===== src/rtl/art_pkg.sv =====
// shared types and constants of the aging route table
`timescale 1ns / 1ps
package art_pkg;

    localparam int ENTRIES_DEF = 16;

    localparam int KEY_W   = 48;
    localparam int HOP_W   = 48;
    localparam int IFACE_W = 16;
    localparam int COST_W  = 8;
    localparam int SEQ_W   = 16;
    localparam int TIME_W  = 32;
    localparam int LIFE_W  = 31;

    localparam int S_TDATA_W = 168;
    localparam int S_TUSER_W = 1;
    localparam int M_TDATA_W = 88;
    localparam int M_TUSER_W = 3;

    localparam logic [LIFE_W-1:0] LIFETIME_RST = 31'd120000;

    localparam logic REQ_ADD    = 1'b0;
    localparam logic REQ_LOOKUP = 1'b1;

    localparam int U_FOUND   = 0;
    localparam int U_EXPIRED = 1;
    localparam int U_FULL    = 2;

    typedef enum logic [1:0] {
        ST_IDLE,
        ST_SCAN,
        ST_DRAIN,
        ST_COMMIT
    } t_state;

    typedef struct packed {
        logic load;
        logic scan;
        logic commit;
    } t_cmd;

    typedef struct packed {
        logic last_addr;
        logic out_busy;
    } t_status;

    typedef struct packed {
        logic [SEQ_W-1:0]   seq;
        logic [COST_W-1:0]  cost;
        logic [IFACE_W-1:0] iface;
        logic [HOP_W-1:0]   hop;
    } t_payload;

    typedef struct packed {
        logic [TIME_W-1:0]  now_time;
        logic [SEQ_W-1:0]   seq_number;
        logic [COST_W-1:0]  cost;
        logic [IFACE_W-1:0] iface;
        logic [HOP_W-1:0]   next_hop;
        logic [KEY_W-1:0]   destination;
    } t_s_data;

    typedef struct packed {
        logic [TIME_W-1:0] expiry;
        logic [KEY_W-1:0]  key;
        t_payload          data;
    } t_entry;

endpackage


===== src/rtl/art_ctrl.sv =====
// request sequencer: accept, scan, drain and commit
`timescale 1ns / 1ps
module art_ctrl (
    input  logic             i_clk,
    input  logic             i_rst_n,
    input  logic             i_s_tvalid,
    output logic             o_s_tready,
    input  art_pkg::t_status i_status,
    output art_pkg::t_cmd    o_cmd
);
    import art_pkg::*;

    t_state r_state;
    t_state n_state;

    always_ff @(posedge i_clk) begin
        if (!i_rst_n) begin
            r_state <= ST_IDLE;
        end else begin
            r_state <= n_state;
        end
    end

    always_comb begin
        n_state = r_state;
        case (r_state)
            ST_IDLE: begin
                if (i_s_tvalid) n_state = ST_SCAN;
            end
            ST_SCAN: begin
                if (i_status.last_addr) n_state = ST_DRAIN;
            end
            ST_DRAIN: begin
                n_state = ST_COMMIT;
            end
            ST_COMMIT: begin
                if (!i_status.out_busy) n_state = ST_IDLE;
            end
            default: begin
                n_state = ST_IDLE;
            end
        endcase
    end

    always_comb begin
        o_s_tready   = 1'b0;
        o_cmd.load   = 1'b0;
        o_cmd.scan   = 1'b0;
        o_cmd.commit = 1'b0;
        case (r_state)
            ST_IDLE: begin
                o_s_tready = 1'b1;
                o_cmd.load = i_s_tvalid;
            end
            ST_SCAN: begin
                o_cmd.scan = 1'b1;
            end
            ST_DRAIN: begin
            end
            ST_COMMIT: begin
                o_cmd.commit = !i_status.out_busy;
            end
            default: begin
            end
        endcase
    end

endmodule


===== src/rtl/art_dp.sv =====
// entry memory, scan compare, update and result register
`timescale 1ns / 1ps
module art_dp #(
    parameter int ENTRIES = art_pkg::ENTRIES_DEF
) (
    input  logic                          i_clk,
    input  logic                          i_rst_n,
    input  art_pkg::t_cmd                 i_cmd,
    output art_pkg::t_status              o_status,
    input  logic [art_pkg::S_TDATA_W-1:0] i_s_tdata,
    input  logic [art_pkg::S_TUSER_W-1:0] i_s_tuser,
    input  logic                          i_cfg_valid,
    input  logic [art_pkg::LIFE_W-1:0]    i_cfg_data,
    input  logic                          i_m_tready,
    output logic                          o_m_tvalid,
    output logic [art_pkg::M_TDATA_W-1:0] o_m_tdata,
    output logic [art_pkg::M_TUSER_W-1:0] o_m_tuser
);
    import art_pkg::*;

    localparam int AW = (ENTRIES > 1) ? $clog2(ENTRIES) : 1;

    t_s_data                r_req;
    logic                   r_req_type;
    logic [LIFE_W-1:0]      r_life;
    logic [ENTRIES-1:0]     r_valid;
    t_entry                 r_mem [ENTRIES];
    logic [AW-1:0]          r_addr;
    logic                   r_rd_vld;
    logic [AW-1:0]          r_rd_idx;
    t_entry                 r_rd_entry;
    logic                   r_rd_slot_vld;
    logic                   r_hit;
    logic                   r_hit_exp;
    logic [AW-1:0]          r_hit_idx;
    t_payload               r_hit_data;
    logic                   r_free;
    logic [AW-1:0]          r_free_idx;
    logic                   r_out_valid;
    t_payload               r_out_data;
    logic [M_TUSER_W-1:0]   r_out_user;

    logic [TIME_W-1:0]      w_diff;
    logic                   w_exp;
    logic                   w_match;
    logic                   w_freeable;
    logic                   w_add;
    logic                   w_wr_en;
    logic [AW-1:0]          w_wr_idx;
    logic                   w_full;
    logic                   w_live;
    logic                   w_remove;
    t_entry                 w_new;

    assign w_diff     = r_rd_entry.expiry - r_req.now_time;
    assign w_exp      = w_diff[TIME_W-1];
    assign w_match    = r_rd_slot_vld && (r_rd_entry.key == r_req.destination);
    assign w_freeable = !r_rd_slot_vld || w_exp;

    assign w_add    = (r_req_type == REQ_ADD);
    assign w_wr_en  = i_cmd.commit && w_add && (r_hit || r_free);
    assign w_wr_idx = r_hit ? r_hit_idx : r_free_idx;
    assign w_full   = w_add && !r_hit && !r_free;
    assign w_live   = (r_req_type == REQ_LOOKUP) && r_hit && !r_hit_exp;
    assign w_remove = (r_req_type == REQ_LOOKUP) && r_hit && r_hit_exp;

    assign w_new.expiry     = r_req.now_time + {1'b0, r_life};
    assign w_new.key        = r_req.destination;
    assign w_new.data.hop   = r_req.next_hop;
    assign w_new.data.iface = r_req.iface;
    assign w_new.data.cost  = r_req.cost;
    assign w_new.data.seq   = r_req.seq_number;

    // request capture
    always_ff @(posedge i_clk) begin
        if (i_cmd.load) begin
            r_req      <= t_s_data'(i_s_tdata);
            r_req_type <= i_s_tuser[0];
        end
    end

    always_ff @(posedge i_clk) begin
        if (!i_rst_n) begin
            r_life <= LIFETIME_RST;
        end else if (i_cfg_valid) begin
            r_life <= i_cfg_data;
        end
    end

    always_ff @(posedge i_clk) begin
        if (!i_rst_n) begin
            r_valid <= '0;
        end else if (w_wr_en) begin
            r_valid[w_wr_idx] <= 1'b1;
        end else if (i_cmd.commit && w_remove) begin
            r_valid[r_hit_idx] <= 1'b0;
        end
    end

    always_ff @(posedge i_clk) begin
        if (w_wr_en) begin
            r_mem[w_wr_idx] <= w_new;
        end
    end

    always_ff @(posedge i_clk) begin
        if (i_cmd.scan) begin
            r_rd_entry    <= r_mem[r_addr];
            r_rd_slot_vld <= r_valid[r_addr];
            r_rd_idx      <= r_addr;
        end
    end

    always_ff @(posedge i_clk) begin
        if (!i_rst_n) begin
            r_addr   <= '0;
            r_rd_vld <= 1'b0;
        end else begin
            r_rd_vld <= i_cmd.scan;
            if (i_cmd.load) begin
                r_addr <= '0;
            end else if (i_cmd.scan) begin
                r_addr <= r_addr + AW'(1);
            end
        end
    end

    // first matching key and first free slot
    always_ff @(posedge i_clk) begin
        if (!i_rst_n) begin
            r_hit  <= 1'b0;
            r_free <= 1'b0;
        end else if (i_cmd.load) begin
            r_hit  <= 1'b0;
            r_free <= 1'b0;
        end else if (r_rd_vld) begin
            if (!r_hit && w_match) begin
                r_hit <= 1'b1;
            end
            if (!r_free && w_freeable) begin
                r_free <= 1'b1;
            end
        end
    end

    always_ff @(posedge i_clk) begin
        if (r_rd_vld && !r_hit && w_match) begin
            r_hit_idx  <= r_rd_idx;
            r_hit_exp  <= w_exp;
            r_hit_data <= r_rd_entry.data;
        end
        if (r_rd_vld && !r_free && w_freeable) begin
            r_free_idx <= r_rd_idx;
        end
    end

    always_ff @(posedge i_clk) begin
        if (!i_rst_n) begin
            r_out_valid <= 1'b0;
        end else if (i_cmd.commit) begin
            r_out_valid <= 1'b1;
        end else if (i_m_tready) begin
            r_out_valid <= 1'b0;
        end
    end

    always_ff @(posedge i_clk) begin
        if (i_cmd.commit) begin
            r_out_data           <= w_live ? r_hit_data : '0;
            r_out_user[U_FOUND]   <= w_live;
            r_out_user[U_EXPIRED] <= w_remove;
            r_out_user[U_FULL]    <= w_full;
        end
    end

    assign o_status.last_addr = (r_addr == AW'(ENTRIES - 1));
    assign o_status.out_busy  = r_out_valid && !i_m_tready;

    assign o_m_tvalid = r_out_valid;
    assign o_m_tdata  = M_TDATA_W'(r_out_data);
    assign o_m_tuser  = r_out_user;

endmodule


===== src/rtl/aging_route_table_top.sv =====
// Aging route table: ENTRIES slots keyed by a 48-bit destination, holding next hop,
// interface, cost, sequence number and a 32-bit expiry time. An add request overwrites
// the slot that holds its key, else takes the lowest slot that is invalid or expired,
// else is dropped with table_full. A lookup returns a live entry; a matching entry whose
// expiry lies before now_time (wrap-safe signed difference) is removed and reported via
// expired_removed. Every request gets exactly one result. Each request walks the entry
// memory one slot per cycle through its single read port, and a request occupies the
// block from accept until its result is registered on the output side, which holds
// the result until taken. Reset clears all valid bits at once; no clearing pass is needed.
// The lifetime register is written through the cfg channel, which is always ready, and
// must only be written while no request is pending.
`timescale 1ns / 1ps
module aging_route_table_top #(
    parameter int ENTRIES = art_pkg::ENTRIES_DEF
) (
    input  logic                          i_clk,
    input  logic                          i_rst_n,
    input  logic                          s_axis_tvalid,
    output logic                          s_axis_tready,
    // destination, next_hop, iface, cost, seq_number, now_time
    input  logic [art_pkg::S_TDATA_W-1:0] s_axis_tdata,
    // req_type
    input  logic [art_pkg::S_TUSER_W-1:0] s_axis_tuser,
    output logic                          m_axis_tvalid,
    input  logic                          m_axis_tready,
    // hop_out, iface_out, cost_out, seq_out
    output logic [art_pkg::M_TDATA_W-1:0] m_axis_tdata,
    // found, expired_removed, table_full
    output logic [art_pkg::M_TUSER_W-1:0] m_axis_tuser,
    input  logic                          i_cfg_valid,
    output logic                          o_cfg_ready,
    input  logic [art_pkg::LIFE_W-1:0]    i_cfg_data
);
    import art_pkg::*;

    t_cmd    w_cmd;
    t_status w_status;

    assign o_cfg_ready = 1'b1;

    art_ctrl u_ctrl (
        .i_clk      (i_clk),
        .i_rst_n    (i_rst_n),
        .i_s_tvalid (s_axis_tvalid),
        .o_s_tready (s_axis_tready),
        .i_status   (w_status),
        .o_cmd      (w_cmd)
    );

    art_dp #(
        .ENTRIES (ENTRIES)
    ) u_dp (
        .i_clk       (i_clk),
        .i_rst_n     (i_rst_n),
        .i_cmd       (w_cmd),
        .o_status    (w_status),
        .i_s_tdata   (s_axis_tdata),
        .i_s_tuser   (s_axis_tuser),
        .i_cfg_valid (i_cfg_valid),
        .i_cfg_data  (i_cfg_data),
        .i_m_tready  (m_axis_tready),
        .o_m_tvalid  (m_axis_tvalid),
        .o_m_tdata   (m_axis_tdata),
        .o_m_tuser   (m_axis_tuser)
    );

endmodule


===== config.mk =====
export PLATFORM = sky130hd
export DESIGN_NAME = aging_route_table_top
export DESIGN_NICKNAME = d
export VERILOG_FILES = /design/src/rtl/art_pkg.sv /design/src/rtl/art_ctrl.sv /design/src/rtl/art_dp.sv /design/src/rtl/aging_route_table_top.sv
export SDC_FILE = /design/constraint.sdc
export NUM_CORES = 2
export LEC_CHECK = 0
export ABC_AREA = 1
export BUFFER_PORTS_ARGS = -buffer_cell sky130_fd_sc_hd__buf_2
export CAP_MARGIN = 20
export CORE_ASPECT_RATIO = 1.1
export CORE_MARGIN = 5
export CORE_UTILIZATION = 65
export CTS_CLUSTER_SIZE = 30
export DETAILED_ROUTE_END_ITERATION = 10
export PLACE_DENSITY = 0.86
export SYNTH_ARGS = -nofsm -noshare
export SYNTH_HDL_FRONTEND = slang
export SYNTH_SLANG_ARGS = --single-unit

===== constraint.sdc =====
create_clock -name i_clk -period 27.5 [get_ports i_clk]
set_input_delay 2.75 -clock i_clk [delete_from_list [all_inputs] [get_ports i_clk]]
set_output_delay 2.75 -clock i_clk [all_outputs]
set_load 0.1 [all_outputs]

# [After elaboration in Yosys (flattened, before gate mapping)]
# Memories as Yosys holds them, arrays and structs flattened. A register that Yosys moved wholly into a read port is not among the register bits.
# Index checks and enable logic that the tools add are counted.
[totals] register_bits=419 ramBits=2688 n_memories=1
[mem_list] memory="u_dp.r_mem" depth=16 width=168 read_ports=1 rd_ports_with_merged_regs=1 wr=1 line="art_dp.sv:27" rtl="t_entry r_mem [ENTRIES];"
[op_classes] add_sub_neg=3 magnitude_cmp=5 eq_ne=8 muxes=21 n_bitwise=5 n_reduce_logical=33
[op_table] op="48-bit == test" count=1
[op_table] op="32-bit by 31-bit adder with 32-bit output" count=1
[op_table] op="16-bit 2-to-1 mux" count=2
[op_table] op="32-bit subtractor" count=1
[op_table] op="1-bit logical AND" count=18
[op_table] op="16-bit AND" count=1
[op_table] op="16-bit NOT" count=1
[op_table] op="16-bit OR" count=1
[op_table] op="4-bit by 5-bit less-than comparator with 1-bit output (second input constant)" count=3
[op_table] op="1-bit 2-to-1 mux" count=11
[op_table] op="1-bit demux with 4-bit select" count=2
[op_table] op="4-bit by 1-bit >= comparator with 1-bit output (second input constant)" count=2
[op_table] op="2-bit case mux with 4 select lines" count=1
[op_table] op="1-bit logical NOT" count=6
[op_table] op="2-bit 2-to-1 mux" count=3
[op_table] op="4-bit by 1-bit adder with 4-bit output (second input constant)" count=1
[op_table] op="1-bit binary-select mux with 4-bit select" count=1
[op_table] op="2-bit == test (second input constant)" count=2
[op_table] op="4-bit == test (second input constant)" count=1
[op_table] op="4-bit 2-to-1 mux" count=1
[op_table] op="2-bit inequality test (second input constant)" count=2
[op_table] op="2-bit AND reduction" count=2
[op_table] op="2-bit nonzero test" count=2
[op_table] op="3-bit AND reduction" count=1
[op_table] op="6 further kinds" count=8

# [Depth between registers and ports, before layout]
[logic_depth] ltp_word=8 mapped_depth=16

# [By module]
# A second synthesis with hierarchy kept.
[hier_totals] hier_cells=8921 area_unflattened_um2=125181.3
[by_module_without_submodules] mod="art_dp" n_inst=1 cells_per_inst=8892 area_each_um2=124992.4 seq_area_each_um2=97733.7
[by_module_without_submodules] mod="art_ctrl" n_inst=1 cells_per_inst=27 area_each_um2=177.7 seq_area_each_um2=40.0
[by_module_without_submodules] mod="aging_route_table_top" n_inst=1 cells_per_inst=2 area_each_um2=11.3 seq_area_each_um2=0.0

# [Least setup slack after synthesis]
# No wires, ideal clock.
[synth_path] path_type="input to register" start="input m_axis_tready" end="memory u_dp.r_mem[13][0] in the netlist's numbering, enable pin" arrival_ns=16.751 path_slack_ns=9.843 stages=6 path_cell_list="inv_1 > nand2_1 > nand2_1 > inv_1 > nand3_2 > nor3_1"
[synth_rtl] item="start: declaration" line="aging_route_table_top.sv:25" rtl="input logic m_axis_tready,"
[synth_rtl] item="end: declaration" line="art_dp.sv:27"

==> run summary <==
Outcome: finished clean
Clock power frac: 0.343
Maximum vdd drop: 0.07500 mV
Synth top cells by count: edfxtp_1 (3218), nor2_1 (1584), o21ai_0 (1386), nand2_1 (516), o22ai_1 (407)
Synthesized area: 125300 um^2
Layout area overhead: 10.52%
Main area contributors after synthesis: edfxtp_1 (77%), o21ai_0 (5.5%), nor2_1 (4.7%)
Vias in the first global route: 80.62k
P_int: 8.749 mW
CTS Root Cell: clkbuf_16
DR WL/cell: 27.54 um
Crit. End Element: flip-flop
IO Pins: 299
CP startpoint kind: input pin
Reg2Reg Capture Point: u_dp.r_rd_entry[76]
H-Tree Depth: 5
FF-to-FF Start: u_dp.r_addr[0]
Worst Tran Pin Value: 1.204 ns
Share of layout cells above drive strength 1: 0.09397
Max Cap Violations: 0
# rows: 169
Worst Hold Class: flip-flop to flip-flop
R2R depth: 8
Placed cells: 11.31k
Comb pwr share: 0.140
Worst Path Max Fanout: 50
Hold_buf cts: 0
Hold wc startpoint: u_dp.r_rd_entry[57]
Final TNS setup: 0 ns
GP Congestion: 0.8492
Max-slew violations: 0
Slew margin rel.: 0.1977
Post-synth top area share: 0.7713
Delay-heaviest family, CP: buffers and inverters
CP Cell Sequence: buf_2, inv_1, nand2_1, nand2_1, inv_4, nand3_2, inv_1, nand3_1, nor2_4, buf_4, buf_4, buf_4
Yosys Warn Count: 0
Num CTS Buffers: 315
Die area: 201600 um^2
Worst Setup Path Type: input pin to flip-flop
DRC: 0
Die Ht: 470.4 um
Core area: 192200 um^2
DRT iter0 DRCs: 14.48k
Global route overflow: 0
Sequential share of power: 0.517
Hold depth: 0
Post-synth top flop: edfxtp_1
Net count after synthesis: 9175
Antenna Nets Post-Route: 0
Final setup vio count: 0
Vias per cell: 6.851
Final Hold Viols: 0
Critical path required time: 28.01 ns
Via count: 81.32k
CP max-delay cell: buf_4
Gr usage total: 0.3130
Post-synth EDFFs: 3218
CP bufs+invs: 7
Most frequent CP cell: buf_4
Hold worst-path end: u_dp.r_hit_data[57]
Fin crit period: 6.696 ns
Post-CTS Setup Bufs: 0
Clock transition at path regs: 0.06 ns
Crit path arrival time: 7.20 ns
Post-CTS Resized: 0
CTS tree: yes
LEAKAGE: 45.92 nW
Worst Skew: 0.07981 ns
Power per cell area: 87.53 nW/um^2
CP peak stage delay: 0.95 ns
Initial Utilization: 0.6518
Sequential share of the synthesized area: 0.7804
Sw frac: 0.2781
First-pass GRT wire length: 481200 um
Count leader, synth: edfxtp_1
Switching pwr: 3.370 mW
RSZ-0062 raised after global routing: no
Fillers: 10.45k
Peak Freq: 149.3 MHz
# clock sinks: 3275
Cell count after synthesis: 8903
Avg Inst Size Synth: 14.07 um^2
Detailed Route WL: 326900 um
Period utilization: 0.2435
Post-synth top area cell: edfxtp_1
Reg-to-reg slack, setup: 21.89 ns
Initial DRT Pass Iterations: 8
Worst-Skew Late Latency: 0.95 ns
Pin count of the biggest net entering global routing: 244
DPL Wire Length: 159100 um
Antenna violations before repair: 11
Clk buf depth: 4
Non-filler cells, final: 11.87k
Post-synth cell types: 47
WHS: 0.3681 ns
FF+latch count, synth: 3275
I/O Buffers: 297
Die W: 428.6 um
NumNets Final: 9352
Ys async rst share: 0
[placed cells by master (no fill, tap or decap), types with 48 or more instances in the layout]
cell,count
nor2_1,1572
clkbuf_1,64
ha_1,65
inv_1,220
buf_4,109
edfxtp_1,3218
o211ai_1,61
a21oi_1,67
o22ai_1,407
clkinv_2,48
clkbuf_16,322
buf_2,297
o221ai_1,280
nand3_1,310
o21ai_0,1386
clkinv_1,58
nand2_1,516
dfxtp_1,54
[worst max-delay path by stage]
| stage | from | to | slack (ns) | cells past startpoint |
|---|---|---|---|---|
| after floorplan | m_axis_tready | u_dp.r_mem[13][0] | 9.84 | 6 |
| after global placement | m_axis_tready | u_dp.r_mem[8][106] | 20.06 | 12 |
| after detailed placement | m_axis_tready | u_dp.r_mem[8][106] | 19.99 | 12 |
| after CTS | m_axis_tready | u_dp.r_mem[8][53] | 20.94 | 12 |
| after global routing | m_axis_tready | u_dp.r_mem[8][53] | 20.73 | 12 |
| final | m_axis_tready | u_dp.r_mem[8][53] | 20.80 | 12 |
[cell families (layout without fill, tap and decap cells)]
| group | Yosys count | count (layout) | synth area share |
|---|---|---|---|
| XOR/XNOR | 45 | 45 | 0.003146 |
| buffers and inverters | 794 | 1192 | 0.02712 |
| other | 1 | 4 | 0.00002993 |
| AND/OR/NAND/NOR | 2447 | 2447 | 0.07719 |
| AO/OA/AOI/OAI | 2274 | 2274 | 0.1053 |
| adder cells (fa/ha/maj) | 67 | 67 | 0.006751 |
| flip-flops | 3275 | 3275 | 0.7804 |
[metrics by stage]
step / cell area [um^2] / power [mW] / setup slack (ns) / utilization
floorplan: 125300 / 7.401 / 9.843 / -
global placement: 128600 / 7.836 / 20.06 / 0.6691
detailed placement: 128700 / 7.950 / 19.99 / 0.6693
CTS: 138300 / 12.05 / 20.94 / 0.7195
global route: 138500 / 12.48 / 20.73 / 0.7203
finish: 138500 / 12.12 / 20.80 / 0.7204
[cell type report]
cell class,count,area (um^2),area share
sequential,3275,97790,0.7062
multi-input combinational,4834,24240,0.1751
clock buffer,391,8367,0.06043
tap,2565,3209,0.02318
timing repair buffer,423,2659,0.01920
clock inverter,147,1267,0.009154
inverter,231,925.9,0.006687
antenna,3,7.507,0.00005422
[flip-flops by register name (all words and copies together), names as in the netlist, 16 cells and up]
register and flops:
u_dp.r_hit_data 88, u_dp.o_m_tdata 88, u_dp.r_valid 16, u_dp.r_life 31, u_dp.r_rd_entry 168, u_dp.r_req 168, u_dp.r_mem 2688
[metal layers]
metal | vias up | GRT usage | part of all wire
met1 | 39050 | 0.4025 | 0.33
met3 | 1208 | 0.06957 | 0.14
met2 | 7454 | 0.5133 | 0.48
met4 | 4 | 0.1508 | 0.053
li1 | 33610 | - | -
met5 | - | 0 | 0.000083
[power by group through the flow]
stage	clock [mW]	sequential, mW	combinational, mW
floorplan	0	6.35	1.05
global placement	0	6.34	1.50
detailed placement	0	6.35	1.60
CTS	4.15	6.26	1.64
global route	4.38	6.28	1.82
finish	4.15	6.27	1.70
(Power assumes the default switching activity.)
